==> config.mk <==
export PLATFORM = sky130hd
export DESIGN_NAME = wplb_ctrl
export DESIGN_NICKNAME = d
export VERILOG_FILES = /design/src/hw/rtl/wplb_pkg.sv /design/src/hw/rtl/wplb_ctrl.sv
export SDC_FILE = /design/constraint.sdc
export NUM_CORES = 1
export LEC_CHECK = 0
export BUFFER_PORTS_ARGS = -buffer_cell sky130_fd_sc_hd__buf_2
export CAP_MARGIN = 20
export CORE_AREA = 4 4 41 43
export CTS_CLUSTER_SIZE = 16
export DETAILED_ROUTE_END_ITERATION = 10
export DIE_AREA = 0 0 45 47
export PLACE_DENSITY = 0.49
export SYNTH_ARGS = -nofsm -noshare
export SYNTH_HDL_FRONTEND = slang
export SYNTH_SLANG_ARGS = --single-unit
==> constraint.sdc <==
create_clock -name clk -period 1.07 [get_ports clk]
set_input_delay 0.214 -clock clk [delete_from_list [all_inputs] [get_ports clk]]
set_output_delay 0.214 -clock clk [all_outputs]
set_load 0.02 [all_outputs]
==> src/hw/rtl/wplb_pkg.sv <==
`timescale 1ns / 1ps
package wplb_pkg;
    localparam int unsigned BOOK_LEVELS = 4096;
    localparam int unsigned IDX_W = $clog2(BOOK_LEVELS);
    localparam int unsigned HALF_WINDOW = BOOK_LEVELS / 2;
    localparam int unsigned BIT_MASK = 63;
    localparam int unsigned WORD_SHIFT = 6;
    localparam int unsigned OCC_WORDS = (BOOK_LEVELS + 63) / 64;
    localparam int unsigned WORD_W = (OCC_WORDS > 1) ? $clog2(OCC_WORDS) : 1;
    localparam int unsigned QTY_W = 31;
    localparam int unsigned CNT_W = 13;

    typedef struct packed {
        logic        side;
        logic [31:0] price;
        logic [31:0] quantity;
    } req_t;

    typedef struct packed {
        logic [31:0]      bid_price;
        logic             bid_present;
        logic [31:0]      ask_price;
        logic             ask_present;
        logic [QTY_W-1:0] previous_quantity;
        logic             out_of_window;
        logic [CNT_W-1:0] bid_level_count;
        logic [CNT_W-1:0] ask_level_count;
    } rsp_t;

    typedef enum logic [3:0] {
        ST_CLEAR, ST_IDLE, ST_READ, ST_DECIDE, ST_OCCWR, ST_SCAN_RD, ST_SCAN_CHK, ST_DONE
    } state_t;

    // commands from controller to datapath
    typedef struct packed {
        logic clear;
        logic load;
        logic rd_level;
        logic decide;
        logic occ_write;
        logic scan_rd;
        logic scan_chk;
        logic emit;
    } cmd_t;

    // status from datapath to controller
    typedef struct packed {
        logic clear_done;
        logic in_window;
        logic need_occ;
        logic need_scan;
        logic scan_done;
    } sts_t;
endpackage

==> src/hw/rtl/wplb_ctrl.sv <==
`timescale 1ns / 1ps
module wplb_ctrl (
    input  logic          clk,
    input  logic          rst_n,
    input  logic          in_valid,
    output logic          in_ready,
    output logic          out_valid,
    input  logic          out_ready,
    input  wplb_pkg::sts_t sts,
    output wplb_pkg::cmd_t cmd
);
    import wplb_pkg::*;
    state_t state_reg, state_next;

    always_ff @(posedge clk or negedge rst_n)
    begin
        if (!rst_n)
        begin
            state_reg <= ST_CLEAR;
        end
        else
        begin
            state_reg <= state_next;
        end
    end

    always_comb
    begin
        state_next = state_reg;
        unique case (state_reg)
            ST_CLEAR:    if (sts.clear_done) state_next = ST_IDLE;
            ST_IDLE:     if (in_valid) state_next = ST_READ;
            ST_READ:     state_next = ST_DECIDE;
            ST_DECIDE:
            begin
                if (!sts.in_window || !sts.need_occ) state_next = ST_DONE;
                else state_next = ST_OCCWR;
            end
            ST_OCCWR:    state_next = sts.need_scan ? ST_SCAN_RD : ST_DONE;
            ST_SCAN_RD:  state_next = ST_SCAN_CHK;
            ST_SCAN_CHK: state_next = sts.scan_done ? ST_DONE : ST_SCAN_RD;
            ST_DONE:     if (out_ready) state_next = ST_IDLE;
            default:     state_next = ST_IDLE;
        endcase
    end

    always_comb
    begin
        cmd = '0;
        in_ready = 1'b0;
        out_valid = 1'b0;
        unique case (state_reg)
            ST_CLEAR:    cmd.clear = 1'b1;
            ST_IDLE:
            begin
                in_ready = 1'b1;
                cmd.load = in_valid;
            end
            ST_READ:     cmd.rd_level = 1'b1;
            ST_DECIDE:   cmd.decide = 1'b1;
            ST_OCCWR:    cmd.occ_write = 1'b1;
            ST_SCAN_RD:  cmd.scan_rd = 1'b1;
            ST_SCAN_CHK: cmd.scan_chk = 1'b1;
            ST_DONE:
            begin
                out_valid = 1'b1;
                cmd.emit = out_ready;
            end
            default: ;
        endcase
    end
endmodule

======== Word level (Yosys, flattened, before mapping) ========
Index checks and enable logic that the tools add are counted.
word-level totals
  logic and storage cells ................. 33
  output and inout port bits .............. 10
  bits of input ports ..................... 9
  register bits after elaboration ......... 4
cells by class
  reductions and logical operators ........ 5
  multiplexer cells ....................... 17
  equal/unequal tests ..................... 10
operators by type and width
  operator              number
  $pmux W4 S8           1
  $eq A4 B3 Y1 const B  4
  $mux W4               3
  $mux W1               10
  $eq A4 B2 Y1 const B  2
  $mux W2               3
  $ne A2 B2 Y1 const B  3
  $eq A4 B1 Y1 const B  1
  $logic_not A4 Y1      1
  $reduce_and A3 Y1     1
  $logic_not A1 Y1      2
  $logic_or A1 B1 Y1    1

======== Longest topological paths before layout ========
Gate-level depths: netlist of the first run.
  depth after elaboration ................. 4
  gate-level depth with buffers ........... 4
  mapped depth without buffers ............ 3

======== Worst setup path after synthesis of the first run ========
OpenSTA, ideal clock, no wires.
  path kind ............................... flip-flop to output port
  from .................................... register state_reg[1]
  to ...................................... output port cmd[6] in the netlist's numbering
  arrival ................................. 1174 ps
  required time ........................... 856 ps
  buffers on the path ..................... 1
  stages on the path, launching flop included .. 4
  setup slack ............................. -318 ps
  cells stage by stage .................... dfrtp_1 > buf_2 > nor3b_2 > and2_1
RTL lines
  element                   line             source
  start: declaration        wplb_ctrl.sv:13  state_t state_reg, state_next;
  start signal: assignment  wplb_ctrl.sv:23  state_reg <= state_next;
  end: declaration          wplb_ctrl.sv:10  output wplb_pkg::cmd_t cmd

==> out/qor.tcl, run 1 <==
set qor(power.density_cell_area_nw_per_um2) 2960
set qor(floorplan.die_area_um2) 2120
set qor(netlist_area_um2) 274
set qor(dpl.cell_count) 69
set qor(reg2reg_slack_ps) -280
set qor(tightestPinTransition_ps) 230
set qor(synth-async-reset-ratio_pct) 100
set qor(grt_antenna_before_repair) 0
set qor(io_pins) 19
set qor(number_of_enable_flip_flop_cells_after_synthesis) 0
set qor(critPathLaunchType) {flip-flop}
set qor(post_synth_num_cell_types) 21
set qor(htree_num_levels) 1
set qor(cts.root.buffer_cell) {clkbuf_4}
set qor(initial_core_util_pct) 21.1
set qor(worstPathArrival_ps) 1190
set qor(run_status) {finished, violations left}
set qor(drt_drc_violations_left) 0
set qor(antenna_cells) 0
set qor(timing.final.crit_share_pct) 131
set qor(globalRouteTotalUtil_pct) 9.18
set qor(die_w_um) 45
set qor(total_power_w) 0.00189
set qor(max_cap_viols) 0
set qor(cts.reportedPaths.clkPinSlew_ps) 40
set qor(final-setup-viol-count) 13
set qor(cp.required_ps) 860
set qor(detailed_place_hpwl_um) 576
set qor(detail_route.wirelength_um) 1010
set qor(fp.coreArea_um2) 1300
set qor(worstPathMaxFanout) 8
set qor(timing.slew.headroom_pct) 84.6
set qor(violations) {negative setup slack}
set qor(synth_ff_type) {dfrtp_1}
set qor(dp_slack_ps) -193
set qor(final_cell_count_no_fill) 81
set qor(max_freq_mhz) 713
set qor(clock_tree.buffer_depth) 2
set qor(yosysWarnings) 0
set qor(flow.area_growth_from_synthesis_pct) 132
set qor(grt_first_pass_wirelength_um) 1370
set qor(antenna_violating_nets_post_route) 0
set qor(largest_register_ffs) 3
set qor(critPathKind) {reg2out}
set qor(grt_setup_unrepaired) {true}
set qor(post_synth_most_frequent_cells) {3 x a21oi_1, 3 x dfrtp_1, 3 x nor2b_1}
set qor(synth-seq-area-share_pct) 27.4
set qor(clock_insertion_delay_worst_skew_ps) 230
set qor(synth_top_family_by_area) {simple AND/OR/NAND/NOR gates}
set qor(post_detailed_route_wirelength_per_cell_um) 12.5
set qor(post_route_cells_drive_above_1_share_pct) 78.8
set qor(avgViaCountPerCell) 4.51
set qor(report.final.slew_viol_count) 0
set qor(synth_mux_area_share_pct) 0
set qor(layout.core_utilization_pct) 48.9
set qor(seq_area_um2) 78.8
set qor(synth-seq-cells) 3
set qor(via_count) 365
set qor(synth_largest_area_cell) {dfrtp_1}
set qor(core.rowCount) 13
set qor(hold-path-endpoint) {state_reg[1]$_DFFE_PN0P_}
set qor(postSynthAreaPerCell_um2) 8.56
set qor(grt_max_degree) 9
set qor(regToRegStartpoint) {state_reg[2]$_DFFE_PN0P_}
set qor(die_height_um) 47
set qor(post_synth_fa_ha_maj_area_fraction_pct) 0
set qor(p_leak_nw) 0.298
set qor(fin_skew_ps) 1.99
set qor(synth.area.top_cells) {dfrtp_1 27%, nor2b_1 6.8%, and3b_1 6.4%, a21oi_1 5.5%, nand3b_1 5.5%}
set qor(synth-compound-area-share_pct) 9.13
set qor(final_nets) 76
set qor(drt_first_iter_violations) 1
set qor(grt_pass1_vias) 330
set qor(post_synth_xor_area_fraction_pct) 0
set qor(syn-instance-count) 32
set qor(hold_path_startpoint) {sts[0]}
set qor(cp-end-kind) {output port}
set qor(clock_net_sink_count) 3
set qor(worst_r2r_path_depth) 5
set qor(hold-path-cell-count) 3
set qor(synthSimpleGateAreaFrac_pct) 55.7
set qor(place.gp.congestion) 0.767
set qor(num-fill-cells) 126
set qor(synth_top_area_share_pct) 27.4
set qor(min_period_ps) 1400
set qor(layout_setup_ws_ps) -333
set qor(synth_fp_nets) 41
set qor(worst_r2r_endpoint) {state_reg[0]$_DFFE_PN0P_}
set qor(timing.hold.worst.class) {in2reg}
set qor(tritoncts) {yes}
set qor(cts_inserted_buffers) 3
set qor(detail_route.first_pass.iterations) 3
set qor(overflow) 0
set qor(power.ir.vdd_worst_mv) 1.27
set qor(final_hold_viol_count) 0
set qor(footprint_of_the_multi_input_gates_um2) 230
set qor(place.port_buffers) 18
[per-stage QoR]
step,cell area (um^2),TNS (ps),hold WS [ps]
3_5_place_dp,432,-1470,11.0
5_1_grt,637,-4170,288
3_3_place_gp,432,-1570,10.9
2_1_floorplan,298,-415,-81.6
6_report,637,-3560,275
4_1_cts,558,-3250,260
[what timing repair did]
action	4_1_cts	5_1_grt
resized for setup	28	12
setup buffers	3	4
setup endpoints to repair	13	13
hold endpoints to repair	3	0
pin swaps	6	7
hold buffers	1	0
[how the worst max path moves through the flow]
stage                                   startpoint     end  slack, ps  depth (start not counted)
final                     state_reg[1]$_DFFE_PN0P_  cmd[4]       -330                          3
after global routing      state_reg[1]$_DFFE_PN0P_  cmd[4]       -370                          3
after CTS                 state_reg[1]$_DFFE_PN0P_  cmd[3]       -330                          3
after detailed placement  state_reg[2]$_DFFE_PN0P_  cmd[4]       -190                          3
after global placement    state_reg[2]$_DFFE_PN0P_  cmd[4]       -190                          3
after floorplan           state_reg[1]$_DFFE_PN0P_  cmd[6]       -200                          3
[worst max-delay path: stages, from the launching register on]
cell     delay (ps)
dfrtp_2         460
and2b_2         240
and2_4          140
buf_6           120
[logic make-up after synthesis]
group | count (synthesis)
buf+inv | 3
flops | 3
simple gates | 21
compound gates | 5
[report_power, final]
part | internal [W] | leakage (nW) | total, W | switching (W)
sequential | 0.000177 | 0.0297 | 0.000296 | 0.000119
clock | 0.000140 | 0.0150 | 0.000200 | 0.0000601
combinational | 0.000830 | 0.253 | 0.00139 | 0.000562
[layer usage]
layer  track usage, %  share of wire (%)
met5                0                  0
met4             8.77                3.1
met3             1.15                5.6
met2             14.7                 54
met1             10.5                 38
[layout make-up]
type	instances	area share [%]
Timing Repair Buffer	33	44.4
Multi-Input combinational cell	26	36.1
Sequential cell	3	12.4
Clock buffer	4	4.13
Tap cell	15	2.95
[layout by cell type, fill, tap and decap left out]
cell,instances
a21oi_1,1
a21oi_2,1
a21oi_4,1
and2_4,3
and2b_2,1
and3_1,1
and3_4,1
and3b_1,1
and3b_2,1
buf_2,8
buf_4,10
buf_6,14
clkbuf_1,1
clkbuf_4,3
dfrtp_2,3
dlygate4sd3_1,1
nand2b_1,2
nand3b_1,2
nand4_1,1
nor2_2,1
nor2b_1,2
nor2b_4,1
nor3_2,1
nor3b_2,1
nor3b_4,1
o21ai_1,2
or3_4,1
No activity file was read; power rests on OpenSTA's default activity.
==> run 2, diff against run 1 <==
- ABC_CLOCK_PERIOD_IN_PS: default -> 1700
- PLACE_DENSITY: 0.49 -> 0.48
- clock period: 1.07 -> 1.7 ns (I/O delays scaled with it)
==> out/qor.tcl, run 2 (synthesis results as in run 1) <==
set qor(die_w_um) 45 ;# unchanged
set qor(layout_setup_ws_ps) 110 ;# +442 ps
set qor(place.port_buffers) 18 ;# unchanged
set qor(power_report.internal_total_w) 0.000381 ;# -67%
set qor(postCtsSetupBuffers) 0 ;# -3
set qor(detailed_place_hpwl_um) 501 ;# -13%
set qor(post_route_cells_drive_above_1_share_pct) 53.8 ;# -25 points
set qor(globalRouteTotalUtil_pct) 7.60 ;# -1.6 points
set qor(worst_setup_path_startpoint) {state_reg[2]$_DFFE_PN0P_}
set qor(min_period_ps) 1590
set qor(worstPathMaxFanout) 12 ;# +4
set qor(detail_route.wirelength_um) 644 ;# -36%
set qor(drt_first_iter_violations) 0 ;# -1
set qor(final_hold_viol_count) 0 ;# unchanged
set qor(setup_total_negative_slack_ps) 0 ;# +3560 ps
set qor(clock_net_sink_count) 3 ;# unchanged
set qor(worst_r2r_endpoint) {state_reg[0]$_DFFE_PN0P_}
set qor(run_status) {finished clean}
set qor(drt_drc_violations_left) 0 ;# unchanged
set qor(timing.slew.headroom_pct) 86.8 ;# +2.2 points
set qor(largest_register_ffs) 3 ;# unchanged
set qor(clock_insertion_delay_worst_skew_ps) 230 ;# about the same
set qor(grt_antenna_before_repair) 0 ;# unchanged
set qor(tritoncts) {yes}
set qor(grt_pass1_vias) 264 ;# -20%
set qor(layout_commonest_cell) {buf_2}
set qor(footprint_of_the_multi_input_gates_um2) 178 ;# -23%
set qor(power.ir.vdd_worst_mv) 0.738 ;# -42%
set qor(antenna_violating_nets_post_route) 0 ;# unchanged
set qor(cp.required_ps) 1360 ;# +500 ps
set qor(grt_max_degree) 16 ;# +7
set qor(timing.final.crit_share_pct) 93.6
set qor(report.final.slew_viol_count) 0 ;# unchanged
set qor(p_leak_nw) 0.202 ;# -32%
set qor(seq_area_um2) 78.8 ;# unchanged
set qor(dp_slack_ps) 246 ;# +439 ps
set qor(power.density_cell_area_nw_per_um2) 1740 ;# -41%
set qor(cts_inserted_buffers) 3 ;# unchanged
set qor(layout.cells.most_common_list) {18 x buf_2, 3 x nor2b_1, 3 x a21oi_1, 3 x clkbuf_4, 3 x dfrtp_2}
set qor(flow.area_growth_from_synthesis_pct) 46.6
set qor(clock_tree.buffer_depth) 2 ;# unchanged
set qor(seq_power_share_pct) 29.8 ;# +14 points
set qor(reg2reg_slack_ps) 540 ;# +820 ps
set qor(timing.hold.worst.class) {in2reg}
set qor(detail_route.first_pass.iterations) 1 ;# -2
set qor(total_power_w) 0.000698 ;# -63%
set qor(grt_setup_unrepaired) {false}
set qor(cp_slowest_stage_delay_ps) 460 ;# about the same
set qor(cts.root.buffer_cell) {clkbuf_4}
set qor(max_cap_viols) 0 ;# unchanged
set qor(post_detailed_route_wirelength_per_cell_um) 9.61 ;# -23%
set qor(regToRegStartpoint) {state_reg[2]$_DFFE_PN0P_}
set qor(power.clock.fraction_pct) 17.5 ;# +6.9 points
set qor(tightestPinTransition_ps) 198 ;# -32.2 ps
set qor(final-setup-viol-count) 0 ;# -13
set qor(antenna_cells) 0 ;# unchanged
set qor(avgViaCountPerCell) 4.30 ;# -4.6%
set qor(p_comb_share_pct) 52.7 ;# -21 points
set qor(floorplan.die_area_um2) 2120 ;# unchanged
set qor(final_nets) 62 ;# -18%
set qor(fin_hold_ws_ps) 358 ;# +83.3 ps
set qor(via_count) 288 ;# -21%
set qor(worst_r2r_path_depth) 3 ;# -2
set qor(grt_first_pass_wirelength_um) 1140 ;# -17%
set qor(crit_end) {cmd[4]}
set qor(io_pins) 19 ;# unchanged
set qor(cp-end-kind) {output port}
set qor(worstPathArrival_ps) 1250 ;# +60 ps
set qor(die_height_um) 47 ;# unchanged
set qor(max_freq_mhz) 629
set qor(switching_share_pct) 45.5 ;# +6.2 points
set qor(core.rowCount) 13 ;# unchanged
set qor(timing.critical_path.slowest_stage_cell) {dfrtp_2}
set qor(worstPathCellList) {and2b_2 > and2_1 > buf_2}
set qor(critPathKind) {reg2out}
set qor(critPathLaunchType) {flip-flop}
set qor(overflow) 0 ;# unchanged
set qor(place.gp.congestion) 0.699 ;# -8.8%
set qor(cts.reportedPaths.clkPinSlew_ps) 40 ;# about the same
set qor(num-fill-cells) 164 ;# +30%
set qor(initial_core_util_pct) 21.1 ;# unchanged
set qor(fp.coreArea_um2) 1300 ;# unchanged
set qor(layout.core_utilization_pct) 30.9 ;# -18 points
set qor(power.net_switching_w) 0.000318 ;# -57%
set qor(fin_skew_ps) 2.06 ;# +0.0767 ps
set qor(htree_num_levels) 1 ;# unchanged
run 2: cell types whose count changed in the layout (fill, tap and decap cells not counted), sizes merged:
cell / delta
buf: -14
run 2: worst min path at each step:
stage | start | depth (start not counted) | to
after global placement | rst_n | 1 | state_reg[0]$_DFFE_PN0P_
after global routing | sts[0] | 3 | state_reg[1]$_DFFE_PN0P_
after detailed placement | rst_n | 1 | state_reg[2]$_DFFE_PN0P_
after CTS | sts[0] | 3 | state_reg[1]$_DFFE_PN0P_
final | sts[0] | 3 | state_reg[1]$_DFFE_PN0P_
after floorplan | rst_n | 0 | state_reg[0]$_DFFE_PN0P_
run 2: layout make-up:
cell class,count,area share (%)
Clock buffer,4,6.54
Timing Repair Buffer,19,24.9
Tap cell,15,4.67
Sequential cell,3,19.6
Multi-Input combinational cell,26,44.2
run 2: what timing repair did:
action / 4_1_cts / 5_1_grt
setup endpoints to repair: 1 / 4
hold buffers: 1 / 0
endpoints found under the hold margin: 3 / 0
pin swaps: 0 / 0
resized for setup: 1 / 2
run 2: metal layers:
metal | track usage, % | wire [um] | vias up
met5 | 0 | 0 | -
li1 | - | - | 150
met2 | 9.60 | 247 | 14
met3 | 1.92 | 86 | 0
met1 | 10.3 | 309 | 124
met4 | 7.02 | 0 | 0
run 2: power by group through the flow:
stage               logic (W)  registers, W  clock network, W
floorplan            0.000367      0.000126                 0
global placement     0.000374      0.000198                 0
detailed placement   0.000370      0.000205                 0
CTS                  0.000375      0.000205          0.000129
global route         0.000409      0.000230          0.000135
finish               0.000368      0.000208          0.000122
run 2: stage by stage:
stage | cell area [um^2] | cells
global route | 402 | 67
detailed placement | 362 | 62
CTS | 399 | 67
finish | 402 | 67
floorplan | 274 | 32
global placement | 362 | 62
run 2: worst max-delay path: cells and delay by family, from the launching register on:
family	cells	cell delay, ps
buf+inv	1	150
flops	1	460
simple gates	2	410
==> run 3, diff against run 2 <==
--- a/constraint.sdc
+++ b/constraint.sdc
@@ -3,2 +3,2 @@
 set_output_delay 0.34 -clock clk [all_outputs]
-set_load 0.02 [all_outputs]
+set_load 0.1 [all_outputs]
==> out/qor.tcl, run 3 (synthesis results as in run 1) <==
set qor(critPathKind) {reg2out}
set qor(max_freq_mhz) 607 ;# -3.4%
set qor(antenna_violating_nets_post_route) 0 ;# unchanged
set qor(timing.final.crit_share_pct) 96.9 ;# +3.3 points
set qor(regToRegStartpoint) {state_reg[0]$_DFFE_PN0P_}
set qor(worst_r2r_path_depth) 4 ;# +1
set qor(place.gp.congestion) 0.727 ;# +4.0%
set qor(initial_core_util_pct) 21.1 ;# unchanged
set qor(fin_skew_ps) 2.22 ;# +0.157 ps
set qor(worst_r2r_endpoint) {state_reg[0]$_DFFE_PN0P_}
set qor(layout.core_utilization_pct) 46.4 ;# +16 points
set qor(detailed_place_hpwl_um) 559 ;# +12%
set qor(tritoncts) {yes}
set qor(detail_route.first_pass.iterations) 4 ;# +3
set qor(via_count) 319 ;# +11%
set qor(clock_insertion_delay_worst_skew_ps) 230 ;# about the same
set qor(die_w_um) 45 ;# unchanged
set qor(flow.area_growth_from_synthesis_pct) 121
set qor(grt_first_pass_wirelength_um) 1180 ;# +3.6%
set qor(worstPathArrival_ps) 1310 ;# +60 ps
set qor(final-setup-viol-count) 0 ;# unchanged
set qor(io_pins) 19 ;# unchanged
set qor(drt_drc_violations_left) 0 ;# unchanged
set qor(layout.cells.most_common_list) {10 x buf_12, 8 x buf_2, 3 x a21oi_1, 3 x clkbuf_4, 3 x dfrtp_2}
set qor(globalRouteTotalUtil_pct) 7.77 ;# +0.16 points
set qor(fp.coreArea_um2) 1300 ;# unchanged
set qor(cts_inserted_buffers) 3 ;# unchanged
set qor(critPathLaunchType) {flip-flop}
set qor(final_nets) 65 ;# +4.8%
set qor(cts.reportedPaths.clkPinSlew_ps) 40 ;# about the same
set qor(worst_setup_path_startpoint) {state_reg[1]$_DFFE_PN0P_}
set qor(die_height_um) 47 ;# unchanged
set qor(max_cap_viols) 0 ;# unchanged
set qor(clock_net_sink_count) 3 ;# unchanged
set qor(crit_end) {cmd[6]}
set qor(post_route_cells_drive_above_1_share_pct) 67.3 ;# +13 points
set qor(place.port_buffers) 18 ;# unchanged
set qor(tightestPinTransition_ps) 217 ;# +18.8 ps
set qor(grt_pass1_vias) 293 ;# +11%
set qor(drt_first_iter_violations) 5 ;# +5
set qor(final_cell_count_no_fill) 70 ;# +4.5%
set qor(htree_num_levels) 1 ;# unchanged
set qor(grt_max_degree) 13 ;# -3
set qor(cp-end-kind) {output port}
set qor(fin_hold_ws_ps) 365 ;# +6.22 ps
set qor(avgViaCountPerCell) 4.56 ;# +6.0%
set qor(cp_slowest_stage_delay_ps) 470 ;# about the same
set qor(core.rowCount) 13 ;# unchanged
set qor(worstPathCellList) {nor3b_4 > and2_4 > buf_12}
set qor(run_status) {finished clean}
set qor(grt_setup_unrepaired) {false}
set qor(reg2reg_slack_ps) 340 ;# -200 ps
set qor(report.final.slew_viol_count) 0 ;# unchanged
set qor(floorplan.die_area_um2) 2120 ;# unchanged
set qor(dpl.cell_count) 63 ;# +1.6%
set qor(timing.critical_path.slowest_stage_cell) {dfrtp_2}
set qor(cp.required_ps) 1360 ;# about the same
set qor(post_detailed_route_wirelength_per_cell_um) 10.8 ;# +12%
set qor(layout_commonest_cell) {buf_12}
set qor(cts.root.buffer_cell) {clkbuf_4}
set qor(clock_tree.buffer_depth) 2 ;# unchanged
set qor(antenna_cells) 0 ;# unchanged
set qor(detail_route.wirelength_um) 755 ;# +17%
set qor(timing.hold.worst.class) {in2reg}
set qor(worstPathMaxFanout) 7 ;# -5
set qor(largest_register_ffs) 3 ;# unchanged
set qor(grt_antenna_before_repair) 0 ;# unchanged
set qor(overflow) 0 ;# unchanged
set qor(min_period_ps) 1650 ;# +56.6 ps
set qor(final_hold_viol_count) 0 ;# unchanged
set qor(timing.slew.headroom_pct) 85.5 ;# -1.3 points
-- run 3: cell types whose count changed in the layout (fill, tap and decap cells not counted), moves of 2 or more --
cell	before	now
and3b_2	0	2
clkbuf_2	0	2
nor3b_4	0	2
and3b_1	2	0
buf_12	0	10
buf_2	18	8
-- run 3: per-stage QoR --
step / TNS (ps) / instance area [um^2] / setup WS, ps
3_3_place_gp: 0 / 548 / 175
4_1_cts: 0 / 588 / 3.48
5_1_grt: 0 / 604 / 7.51
6_report: 0 / 604 / 53.0
3_5_place_dp: 0 / 548 / 182
2_1_floorplan: -1350 / 309 / -522
-- run 3: layout make-up --
cell class | instances | area, um^2
Sequential cell | 3 | 78.8
Tap cell | 15 | 18.8
Multi-Input combinational cell | 26 | 213
Timing Repair Buffer | 22 | 268
Clock buffer | 4 | 26.3
Fill cell | 129 | 697
-- run 3: critical path: cells and delay by family (launching register included) --
family,cells,cell delay [ps]
and+or+nand+nor,2,440
DFF,1,470
buffers and inverters,1,160
-- run 3: how the worst min path moves through the flow --
stage / start / to / cells past startpoint
after floorplan: rst_n / state_reg[0]$_DFFE_PN0P_ / 0
after global placement: rst_n / state_reg[2]$_DFFE_PN0P_ / 1
after detailed placement: rst_n / state_reg[0]$_DFFE_PN0P_ / 1
after CTS: sts[0] / state_reg[1]$_DFFE_PN0P_ / 3
after global routing: sts[0] / state_reg[1]$_DFFE_PN0P_ / 3
final: sts[0] / state_reg[1]$_DFFE_PN0P_ / 3
-- run 3: layer usage --
layer  share of wire, %  GRT usage [%]  routed length, um
met2                 51           12.7                386
met1                 37           8.49                282
met5                  0              0                  0
met4                2.3           7.02                 17
met3                9.1           1.53                 69
-- run 3: timing repair --
action                                 4_1_cts  5_1_grt
buffers inserted                             0        2
resized for setup                            3        1
hold buffers                                 1        0
endpoints found under the hold margin        3        0
pin swaps                                    0        1
setup endpoints to repair                    5        4
Power of run 3 is left out: the tool's default activity adds up to more than one toggle a clock period on the data nets, which glitch-free logic cannot reach.
